File: config.mk
export PLATFORM = sky130hd
export DESIGN_NAME = decimal_text_to_ones_complement_binary_top
export DESIGN_NICKNAME = d
export VERILOG_FILES = /design/src/rtl/core/dtoc_pkg.sv /design/src/rtl/core/dtoc_accum.sv /design/src/rtl/core/dtoc_format.sv /design/src/rtl/core/decimal_text_to_ones_complement_binary_top.sv
export SDC_FILE = /design/constraint.sdc
export NUM_CORES = 1
export LEC_CHECK = 0
export BUFFER_PORTS_ARGS = -buffer_cell sky130_fd_sc_hd__buf_4
export CORE_ASPECT_RATIO = 0.9
export CORE_MARGIN = 2
export CORE_UTILIZATION = 45
export DETAILED_ROUTE_END_ITERATION = 8
export HOLD_SLACK_MARGIN = 0.15
export MAX_ROUTING_LAYER = met4
export PLACE_DENSITY = 0.6
export SLEW_MARGIN = 20
export SYNTH_ARGS = -nofsm -noshare
export SYNTH_HDL_FRONTEND = slang
export SYNTH_SLANG_ARGS = --single-unit
File: constraint.sdc
create_clock -name i_clk -period 8.25 [get_ports i_clk]
set_clock_uncertainty 0.1 [all_clocks]
set_input_delay 0.4125 -clock i_clk [delete_from_list [all_inputs] [get_ports i_clk]]
set_output_delay 0.4125 -clock i_clk [all_outputs]
set_load 0.03 [all_outputs]
File: src/rtl/core/dtoc_pkg.sv
// ----------------------------------------------------------------------------
// dtoc_pkg: shared definitions for the decimal text to ones' complement block
// Character codes, status codes, field widths, the snapshot record passed
// from the accumulator to the formatter, and constant tables for the fraction.
// ----------------------------------------------------------------------------
`default_nettype none

package dtoc_pkg;

    localparam int INT_W       = 32;
    localparam int FRAC_OUT_W  = 4;
    localparam int FRAC_DIGITS = 9;
    localparam int FRAC_W      = 30;
    localparam int CNT_W       = 4;
    localparam int LEN_W       = 6;
    localparam int STAT_W      = 2;
    localparam int CHAR_W      = 8;
    localparam int DIGIT_W     = 4;
    localparam int FRAC_STEPS  = (1 << FRAC_OUT_W) - 1;

    localparam logic [CHAR_W-1:0] CH_MINUS = 8'h2D;
    localparam logic [CHAR_W-1:0] CH_PLUS  = 8'h2B;
    localparam logic [CHAR_W-1:0] CH_POINT = 8'h2E;
    localparam logic [CHAR_W-1:0] CH_ZERO  = 8'h30;
    localparam logic [CHAR_W-1:0] CH_NINE  = 8'h39;

    localparam logic [STAT_W-1:0] ST_OK  = 2'd0;
    localparam logic [STAT_W-1:0] ST_SAT = 2'd1;
    localparam logic [STAT_W-1:0] ST_BAD = 2'd2;

    // Final state of one number, handed from the accumulator to the formatter.
    typedef struct packed {
        logic                negative;
        logic [INT_W-1:0]    int_val;
        logic                has_point;
        logic [FRAC_W-1:0]   frac_val;
        logic [STAT_W-1:0]   status;
    } t_number;

    typedef logic [FRAC_W-1:0] t_weight_tab [FRAC_DIGITS];
    typedef logic [FRAC_W-1:0] t_thresh_tab [FRAC_STEPS];

    // Fraction digit k carries weight 10^(FRAC_DIGITS-1-k), so the fraction
    // is always held scaled by 10^FRAC_DIGITS no matter how many digits came.
    function automatic t_weight_tab build_weights();
        t_weight_tab tab;
        longint      p;
        p = 1;
        for (int k = FRAC_DIGITS - 1; k >= 0; k--) begin
            tab[k] = FRAC_W'(p);
            p      = p * 10;
        end
        return tab;
    endfunction

    // Entry i is the smallest scaled fraction whose binary fraction is i+1.
    function automatic t_thresh_tab build_thresholds();
        t_thresh_tab tab;
        longint      scale;
        longint      t;
        scale = 1;
        for (int k = 0; k < FRAC_DIGITS; k++) begin
            scale = scale * 10;
        end
        for (int i = 0; i < FRAC_STEPS; i++) begin
            t      = (longint'(i + 1) * scale + (longint'(1) << FRAC_OUT_W) - 1) >> FRAC_OUT_W;
            tab[i] = FRAC_W'(t);
        end
        return tab;
    endfunction

    localparam t_weight_tab FRAC_WEIGHT = build_weights();
    localparam t_thresh_tab FRAC_THRESH = build_thresholds();

endpackage

`default_nettype wire

File: src/rtl/core/dtoc_accum.sv
// ----------------------------------------------------------------------------
// dtoc_accum: character register and number accumulator
// Registers each incoming character, folds it into the sign, integer and
// fraction state, and on the final character captures a snapshot of the
// number and returns the state to its reset values.
// ----------------------------------------------------------------------------
`default_nettype none

module dtoc_accum import dtoc_pkg::*; (
    input  wire logic              i_clk,
    input  wire logic              i_rst_n,
    input  wire logic              i_valid,
    output logic                   o_ready,
    input  wire logic [CHAR_W-1:0] i_char_code,
    input  wire logic              i_last_char,
    output logic                   o_snap_valid,
    input  wire logic              i_snap_ready,
    output t_number                o_snap
);

    logic              r_in_valid;
    logic [CHAR_W-1:0] r_in_char;
    logic              r_in_last;

    logic              r_sign, n_sign;
    logic              r_point, n_point;
    logic [INT_W-1:0]  r_int, n_int;
    logic [FRAC_W-1:0] r_frac, n_frac;
    logic [CNT_W-1:0]  r_count, n_count;
    logic [STAT_W-1:0] r_err, n_err;

    logic              r_snap_valid;
    t_number           r_snap;

    logic               move;
    logic               snap_free;
    logic               is_digit;
    logic [DIGIT_W-1:0] digit;
    logic [INT_W+3:0]   int_wide;
    logic               frac_room;
    logic [CNT_W-1:0]   weight_idx;
    logic [FRAC_W+3:0]  frac_prod;

    // A word without the last mark never needs the snapshot register.
    assign snap_free = !r_snap_valid || i_snap_ready;
    assign move      = r_in_valid && (!r_in_last || snap_free);
    assign o_ready   = !r_in_valid || move;

    // The low nibble of an ASCII digit is its value.
    assign is_digit = (r_in_char >= CH_ZERO) && (r_in_char <= CH_NINE);
    assign digit    = r_in_char[DIGIT_W-1:0];

    // Ten times the integer plus the digit; any carry above INT_W overflows.
    assign int_wide = ({4'b0, r_int} << 3) + ({4'b0, r_int} << 1)
                    + {{INT_W{1'b0}}, digit};

    assign frac_room  = r_count < CNT_W'(FRAC_DIGITS);
    assign weight_idx = frac_room ? r_count : '0;
    assign frac_prod  = {4'b0, FRAC_WEIGHT[weight_idx]} * {{FRAC_W{1'b0}}, digit};

    always_comb begin
        n_sign  = r_sign;
        n_point = r_point;
        n_int   = r_int;
        n_frac  = r_frac;
        n_count = r_count;
        n_err   = r_err;
        priority if (r_in_char == CH_MINUS || r_in_char == CH_PLUS) begin
            n_sign  = (r_in_char == CH_MINUS);
            n_point = 1'b0;
            n_int   = '0;
            n_frac  = '0;
            n_count = '0;
        end else if (r_in_char == CH_POINT && !r_point) begin
            n_point = 1'b1;
        end else if (is_digit) begin
            if (!r_point) begin
                if (int_wide[INT_W+3:INT_W] != 4'b0) begin
                    n_int = '1;
                    if (r_err == ST_OK) begin
                        n_err = ST_SAT;
                    end
                end else begin
                    n_int = int_wide[INT_W-1:0];
                end
            end else if (frac_room) begin
                n_frac  = r_frac + frac_prod[FRAC_W-1:0];
                n_count = r_count + CNT_W'(1);
            end
        end else begin
            n_err = ST_BAD;
        end
    end

    always_ff @(posedge i_clk) begin
        if (!i_rst_n) begin
            r_in_valid   <= 1'b0;
            r_snap_valid <= 1'b0;
            r_sign       <= 1'b0;
            r_point      <= 1'b0;
            r_int        <= '0;
            r_frac       <= '0;
            r_count      <= '0;
            r_err        <= ST_OK;
        end else begin
            if (o_ready) begin
                r_in_valid <= i_valid;
            end
            if (move) begin
                if (r_in_last) begin
                    r_sign  <= 1'b0;
                    r_point <= 1'b0;
                    r_int   <= '0;
                    r_frac  <= '0;
                    r_count <= '0;
                    r_err   <= ST_OK;
                end else begin
                    r_sign  <= n_sign;
                    r_point <= n_point;
                    r_int   <= n_int;
                    r_frac  <= n_frac;
                    r_count <= n_count;
                    r_err   <= n_err;
                end
            end
            if (move && r_in_last) begin
                r_snap_valid <= 1'b1;
            end else if (i_snap_ready) begin
                r_snap_valid <= 1'b0;
            end
        end
    end

    always_ff @(posedge i_clk) begin
        if (o_ready && i_valid) begin
            r_in_char <= i_char_code;
            r_in_last <= i_last_char;
        end
        if (move && r_in_last) begin
            r_snap.negative  <= n_sign;
            r_snap.int_val   <= n_int;
            r_snap.has_point <= n_point;
            r_snap.frac_val  <= n_frac;
            r_snap.status    <= n_err;
        end
    end

    assign o_snap_valid = r_snap_valid;
    assign o_snap       = r_snap;

endmodule

`default_nettype wire

File: src/rtl/core/dtoc_format.sv
// ----------------------------------------------------------------------------
// dtoc_format: result formatter and output register
// Finds the significant length of the integer, applies the ones' complement
// within that length to negative numbers, converts the scaled decimal fraction
// to binary fraction bits, and holds the result word until it is taken.
// ----------------------------------------------------------------------------
`default_nettype none

module dtoc_format import dtoc_pkg::*; (
    input  wire logic               i_clk,
    input  wire logic               i_rst_n,
    input  wire logic               i_valid,
    output logic                    o_ready,
    input  wire t_number            i_number,
    output logic                    o_valid,
    input  wire logic               i_ready,
    output logic                    o_negative,
    output logic [INT_W-1:0]        o_int_bits,
    output logic [LEN_W-1:0]        o_int_length,
    output logic                    o_has_fraction,
    output logic [FRAC_OUT_W-1:0]   o_frac_bits,
    output logic [STAT_W-1:0]       o_status
);

    logic                  r_valid;
    logic                  r_negative;
    logic [INT_W-1:0]      r_int_bits;
    logic [LEN_W-1:0]      r_int_length;
    logic                  r_has_fraction;
    logic [FRAC_OUT_W-1:0] r_frac_bits;
    logic [STAT_W-1:0]     r_status;

    logic [INT_W-1:0]      len_mask;
    logic [LEN_W-1:0]      len;
    logic [FRAC_OUT_W-1:0] frac_mag;
    logic [FRAC_OUT_W-1:0] frac_out;
    logic [INT_W-1:0]      bits_out;

    assign o_ready = !r_valid || i_ready;

    always_comb begin
        // Ones at and below the highest set bit of the integer.
        len_mask[INT_W-1] = i_number.int_val[INT_W-1];
        for (int k = INT_W - 2; k >= 0; k--) begin
            len_mask[k] = len_mask[k+1] | i_number.int_val[k];
        end
        len = '0;
        for (int k = 0; k < INT_W; k++) begin
            if (i_number.int_val[k]) begin
                len = LEN_W'(k + 1);
            end
        end
        bits_out = i_number.int_val ^ (i_number.negative ? len_mask : '0);

        // The thresholds rise, so the last one passed gives the fraction bits.
        frac_mag = '0;
        for (int i = 0; i < FRAC_STEPS; i++) begin
            if (i_number.frac_val >= FRAC_THRESH[i]) begin
                frac_mag = FRAC_OUT_W'(i + 1);
            end
        end
        if (!i_number.has_point) begin
            frac_out = '0;
        end else if (i_number.negative) begin
            frac_out = ~frac_mag;
        end else begin
            frac_out = frac_mag;
        end
    end

    always_ff @(posedge i_clk) begin
        if (!i_rst_n) begin
            r_valid <= 1'b0;
        end else if (o_ready) begin
            r_valid <= i_valid;
        end
    end

    always_ff @(posedge i_clk) begin
        if (o_ready && i_valid) begin
            r_negative     <= i_number.negative;
            r_int_bits     <= bits_out;
            r_int_length   <= len;
            r_has_fraction <= i_number.has_point;
            r_frac_bits    <= frac_out;
            r_status       <= i_number.status;
        end
    end

    assign o_valid        = r_valid;
    assign o_negative     = r_negative;
    assign o_int_bits     = r_int_bits;
    assign o_int_length   = r_int_length;
    assign o_has_fraction = r_has_fraction;
    assign o_frac_bits    = r_frac_bits;
    assign o_status       = r_status;

endmodule

`default_nettype wire

File: src/rtl/core/decimal_text_to_ones_complement_binary_top.sv
// After its final character is accepted, a result word passes the snapshot register
// and the formatter's output register. Throughput: one character per cycle unless
// a final character waits for the snapshot register; multiply-by-ten is one loop.
// Only characters marked last produce a result word; others produce none.
// Reset is synchronous and active low; it clears all number state and empties
// every stage, and the block can take a character in the first cycle after it.
// ----------------------------------------------------------------------------
// decimal_text_to_ones_complement_binary_top: ASCII decimal to binary converter
// Streams the characters of a signed decimal number and returns its integer
// and fraction bits in ones' complement form with a status code.
// ----------------------------------------------------------------------------
`default_nettype none

module decimal_text_to_ones_complement_binary_top import dtoc_pkg::*; (
    input  wire logic                  i_clk,
    input  wire logic                  i_rst_n,
    input  wire logic                  i_in_valid,
    output logic                       o_in_ready,
    input  wire logic [CHAR_W-1:0]     i_char_code,
    input  wire logic                  i_last_char,
    output logic                       o_out_valid,
    input  wire logic                  i_out_ready,
    output logic                       o_negative,
    output logic [INT_W-1:0]           o_int_bits,
    output logic [LEN_W-1:0]           o_int_length,
    output logic                       o_has_fraction,
    output logic [FRAC_OUT_W-1:0]      o_frac_bits,
    output logic [STAT_W-1:0]          o_status
);

    logic    snap_valid;
    logic    snap_ready;
    t_number snap;

    dtoc_accum u_accum (
        .i_clk        (i_clk),
        .i_rst_n      (i_rst_n),
        .i_valid      (i_in_valid),
        .o_ready      (o_in_ready),
        .i_char_code  (i_char_code),
        .i_last_char  (i_last_char),
        .o_snap_valid (snap_valid),
        .i_snap_ready (snap_ready),
        .o_snap       (snap)
    );

    dtoc_format u_format (
        .i_clk          (i_clk),
        .i_rst_n        (i_rst_n),
        .i_valid        (snap_valid),
        .o_ready        (snap_ready),
        .i_number       (snap),
        .o_valid        (o_out_valid),
        .i_ready        (i_out_ready),
        .o_negative     (o_negative),
        .o_int_bits     (o_int_bits),
        .o_int_length   (o_int_length),
        .o_has_fraction (o_has_fraction),
        .o_frac_bits    (o_frac_bits),
        .o_status       (o_status)
    );

endmodule

`default_nettype wire

==> results.toml <==
[outcome]
status = "finished clean"

[critical_path]
reg2reg_depth = 26
endpoint_kind = "flop"
cp_data_arrival_time_ns = 6.88
rr_endpoint = "u_accum.o_snap[31]"
path_class = "reg -> reg"
crit_required_ns = 8.35
rrSetupSlack_ns = 1.47
timing.rr.start = "u_accum.r_count[0]"
startpoint_type = "flop"
cp_max_fo = 12

[timing]
tightest_slew_ns = 1.02
rsz0062_at_grt = "false"
relSlewSlack = 0.317
timing.setup.tns_ns = 0
period_minus_slack_ns = 6.78
drv_slew = 0
fin_crit_sh = 0.822
fmax_ghz = 0.147
setup-violations-final = 0
hold_viol_final = 0

[power_and_ir_drop]
swShare = 0.324
p_leak_uw = 0.00732
powerDensity_nw_per_um2 = 142
vdd_ir_drop_max_v = 0.000148
p_sw_uw = 787
comb_power_share = 0.225
intPower_uw = 1640
pwr-share-seq = 0.443
clockPowerShare = 0.333

[job]
cap_violations = 0

[final_layout]
n_fill_cell = 3279
area_delta_synth_final_pct = 9.21
final_core_util = 0.502
multiInputGateArea_sq_um = 9570
final_nets = 2019
ff_latch_area_sq_um = 5090
fin_cells = 2295
drive_above_1_share = 0.0835
diodes = 0

[synth]
yosys.area.top_type = "edfxtp_1"
yosys.area_share.simple = 0.170
async_flop_share = 0
synth_top_cells_by_area = "edfxtp_1 23%, dfxtp_1 9.3%, fa_1 9.2%, ha_1 9.1%, a21oi_1 4.6%"
synth_cell_type_count = 86
synth_compound_area_frac = 0.206
synth-seq-cells = 194
netlist_top_cells_count = "186 x inv_1, 168 x nor2_1, 162 x nand2_1"
synth_mux_area_frac = 0.0181
synth-edff-count = 121
synth_xor_area_frac = 0.0312
syn_inst = 1811
synth_fa_ha_area_frac = 0.182
synth_area_sq_um = 15700
synth_top_family_by_area = "compound AO/OA/AOI/OAI gates"
avgSynthCellArea_sq_um = 8.68
syn-num-nets = 2010
synth_most_common_cell = "inv_1"
ys.flop_type = "edfxtp_1"
ys_seq_area_frac = 0.324
synth_top_area_share = 0.231
ys_warn_count = 0

[floorplan]
dieHeight_microns = 181
die_area_sq_um = 36400
core-area_sq_um = 34200
rows = 64
ioPinCount = 61
die_w_microns = 201
start_util = 0.460

[grt]
track_usage = 0.242
grt_pass1_wl_microns = 68500
antenna_found_initial = 2
grt_overflow = 0
grt_max_degree = 67
grt_pass1_vias = 12100

[detailed_routing]
finalWirelength_microns = 42000
drc = 0
drt_first_pass_iters = 5
wl_per_cell_microns = 18.3
postRouteAntennaNets = 0
drt_iter0_markers = 1141
viasPerCell = 5.73
vias = 13100

[placement]
placed_cells = 2253
place.gp.congestion = 0.915
place_hpwl_microns = 31600
portBuffers = 60

[clocking]
clockBufferDepth = 2
cts.clk_slew.worst_paths_ns = 0.08
clk_latency_ns = 0.46
cts_tree = "yes"
htree_levels = 4
cts_setup_buffers = 0
cts_sinks = 194
root_buffer = "clkbuf_16"
cts_buffers = 17

[min_path]
min_to = "u_accum.o_snap_valid"
min_path_type = "in -> reg"
min_from = "i_out_ready"
hold_path_depth = 4
-- sequential cells by signal, indices dropped and copies added, names as in the netlist --
register / cells
u_accum.r_frac: 30
u_accum.r_point: 1
u_format.o_negative: 1
u_accum.r_err: 2
u_accum.r_sign: 1
u_format.o_int_length: 6
u_accum.r_in_valid: 1
u_format.o_valid: 1
u_accum.r_in_last: 1
u_accum.r_in_char: 8
u_format.o_int_bits: 32
u_format.o_has_fraction: 1
u_accum.o_snap_valid: 1
u_accum.r_count: 4
u_format.o_status: 2
u_accum.r_int: 32
u_format.o_frac_bits: 4
u_accum.o_snap: 66
-- repair_timing --
item                                   in CTS  in global routing
gates resized for setup                     0                  0
hold buffers                               10                  0
endpoints found under the hold margin      10                  0
-- power groups by stage --
stage               Combinational (uW)  Sequential [uW]  Clock [uW]
global placement                   531             1100           0
floorplan                          412             1080           0
CTS                                542             1080         825
detailed placement                 535             1100           0
finish                             546             1080         809
global route                       617             1080         867
-- kinds of logic after synthesis --
group | Yosys count
xor+xnor | 56
fa+ha+maj | 186
flops | 194
simple gates | 564
buf+inv | 282
mux | 26
compound gates | 503
-- metrics by stage --
stage          setup WS [ns]  power [uW]  hold WS, ns  cell area, sq um
6_report                1.47        2430        0.241             17200
5_1_grt                0.822        2560        0.259             17200
4_1_cts                 1.46        2440        0.226             17200
3_5_place_dp            1.47        1630        0.325             16500
3_3_place_gp            1.71        1630        0.323             16500
2_1_floorplan           2.05        1490        0.300             15700
-- critical path: stages, from the launching register on --
cell and delay, ns:
dfxtp_1 0.53, inv_1 0.09, ha_1 0.24, inv_1 0.05, o21ai_0 0.13, and2_1 0.26, inv_1 0.14, ha_1 0.30
inv_1 0.14, a221o_1 0.45, nor2_1 0.14, fa_1 0.46, fa_1 0.54, inv_1 0.05, fa_1 0.53, inv_1 0.04
ha_1 0.34, o211a_1 0.15, a211oi_1 0.30, a211o_1 0.18, a21o_1 0.19, o31ai_2 0.11, o31ai_2 0.31, o31a_1 0.23
mux2i_2 0.29, xor2_1 0.16, nor2_1 0.05
-- routing by layer --
layer / GRT usage / part of all wire / vias to the layer above
met1: 0.386 / 0.53 / 6273
met3: 0.0422 / 0.066 / 29
met5: - / 0 / -
li1: - / - / 6399
met4: 0.0394 / 0.010 / 0
met2: 0.316 / 0.39 / 440
-- worst max path at each step --
stage                                   from                  to  cells after the start
after floorplan           u_accum.r_count[0]  u_accum.o_snap[31]                     27
after global placement    u_accum.r_count[0]  u_accum.o_snap[31]                     26
after detailed placement  u_accum.r_count[0]  u_accum.o_snap[31]                     26
after CTS                 u_accum.r_count[0]  u_accum.o_snap[31]                     26
after global routing      u_accum.r_count[0]  u_accum.o_snap[28]                     27
final                     u_accum.r_count[0]  u_accum.o_snap[31]                     26
-- final cells by class --
cell class	count	share of cell area
clock inverter	15	0.00714
clock buffer	17	0.0248
tap	462	0.0337
sequential	194	0.297
timing repair buffer	84	0.0389
multi-input combinational	1335	0.558
inverter	188	0.0411
-- placed cells by master, fill, tap and decap left out, drive strengths merged, types with 18 or more instances in the layout --
| master | instances |
|---|---|
| o22ai | 33 |
| o21ai | 117 |
| dfxtp | 73 |
| xor2 | 23 |
| nand2 | 162 |
| a22oi | 21 |
| fa | 72 |
| ha | 114 |
| nand3 | 39 |
| a21oi | 148 |
| a21o | 26 |
| and2 | 29 |
| nor3 | 37 |
| buf | 74 |
| nor2b | 37 |
| a31oi | 18 |
| nor2 | 168 |
| a211oi | 23 |
| xnor2 | 33 |
| edfxtp | 121 |
| inv | 192 |
| and3 | 25 |
Note: power is estimated with default switching activity, not from simulation.
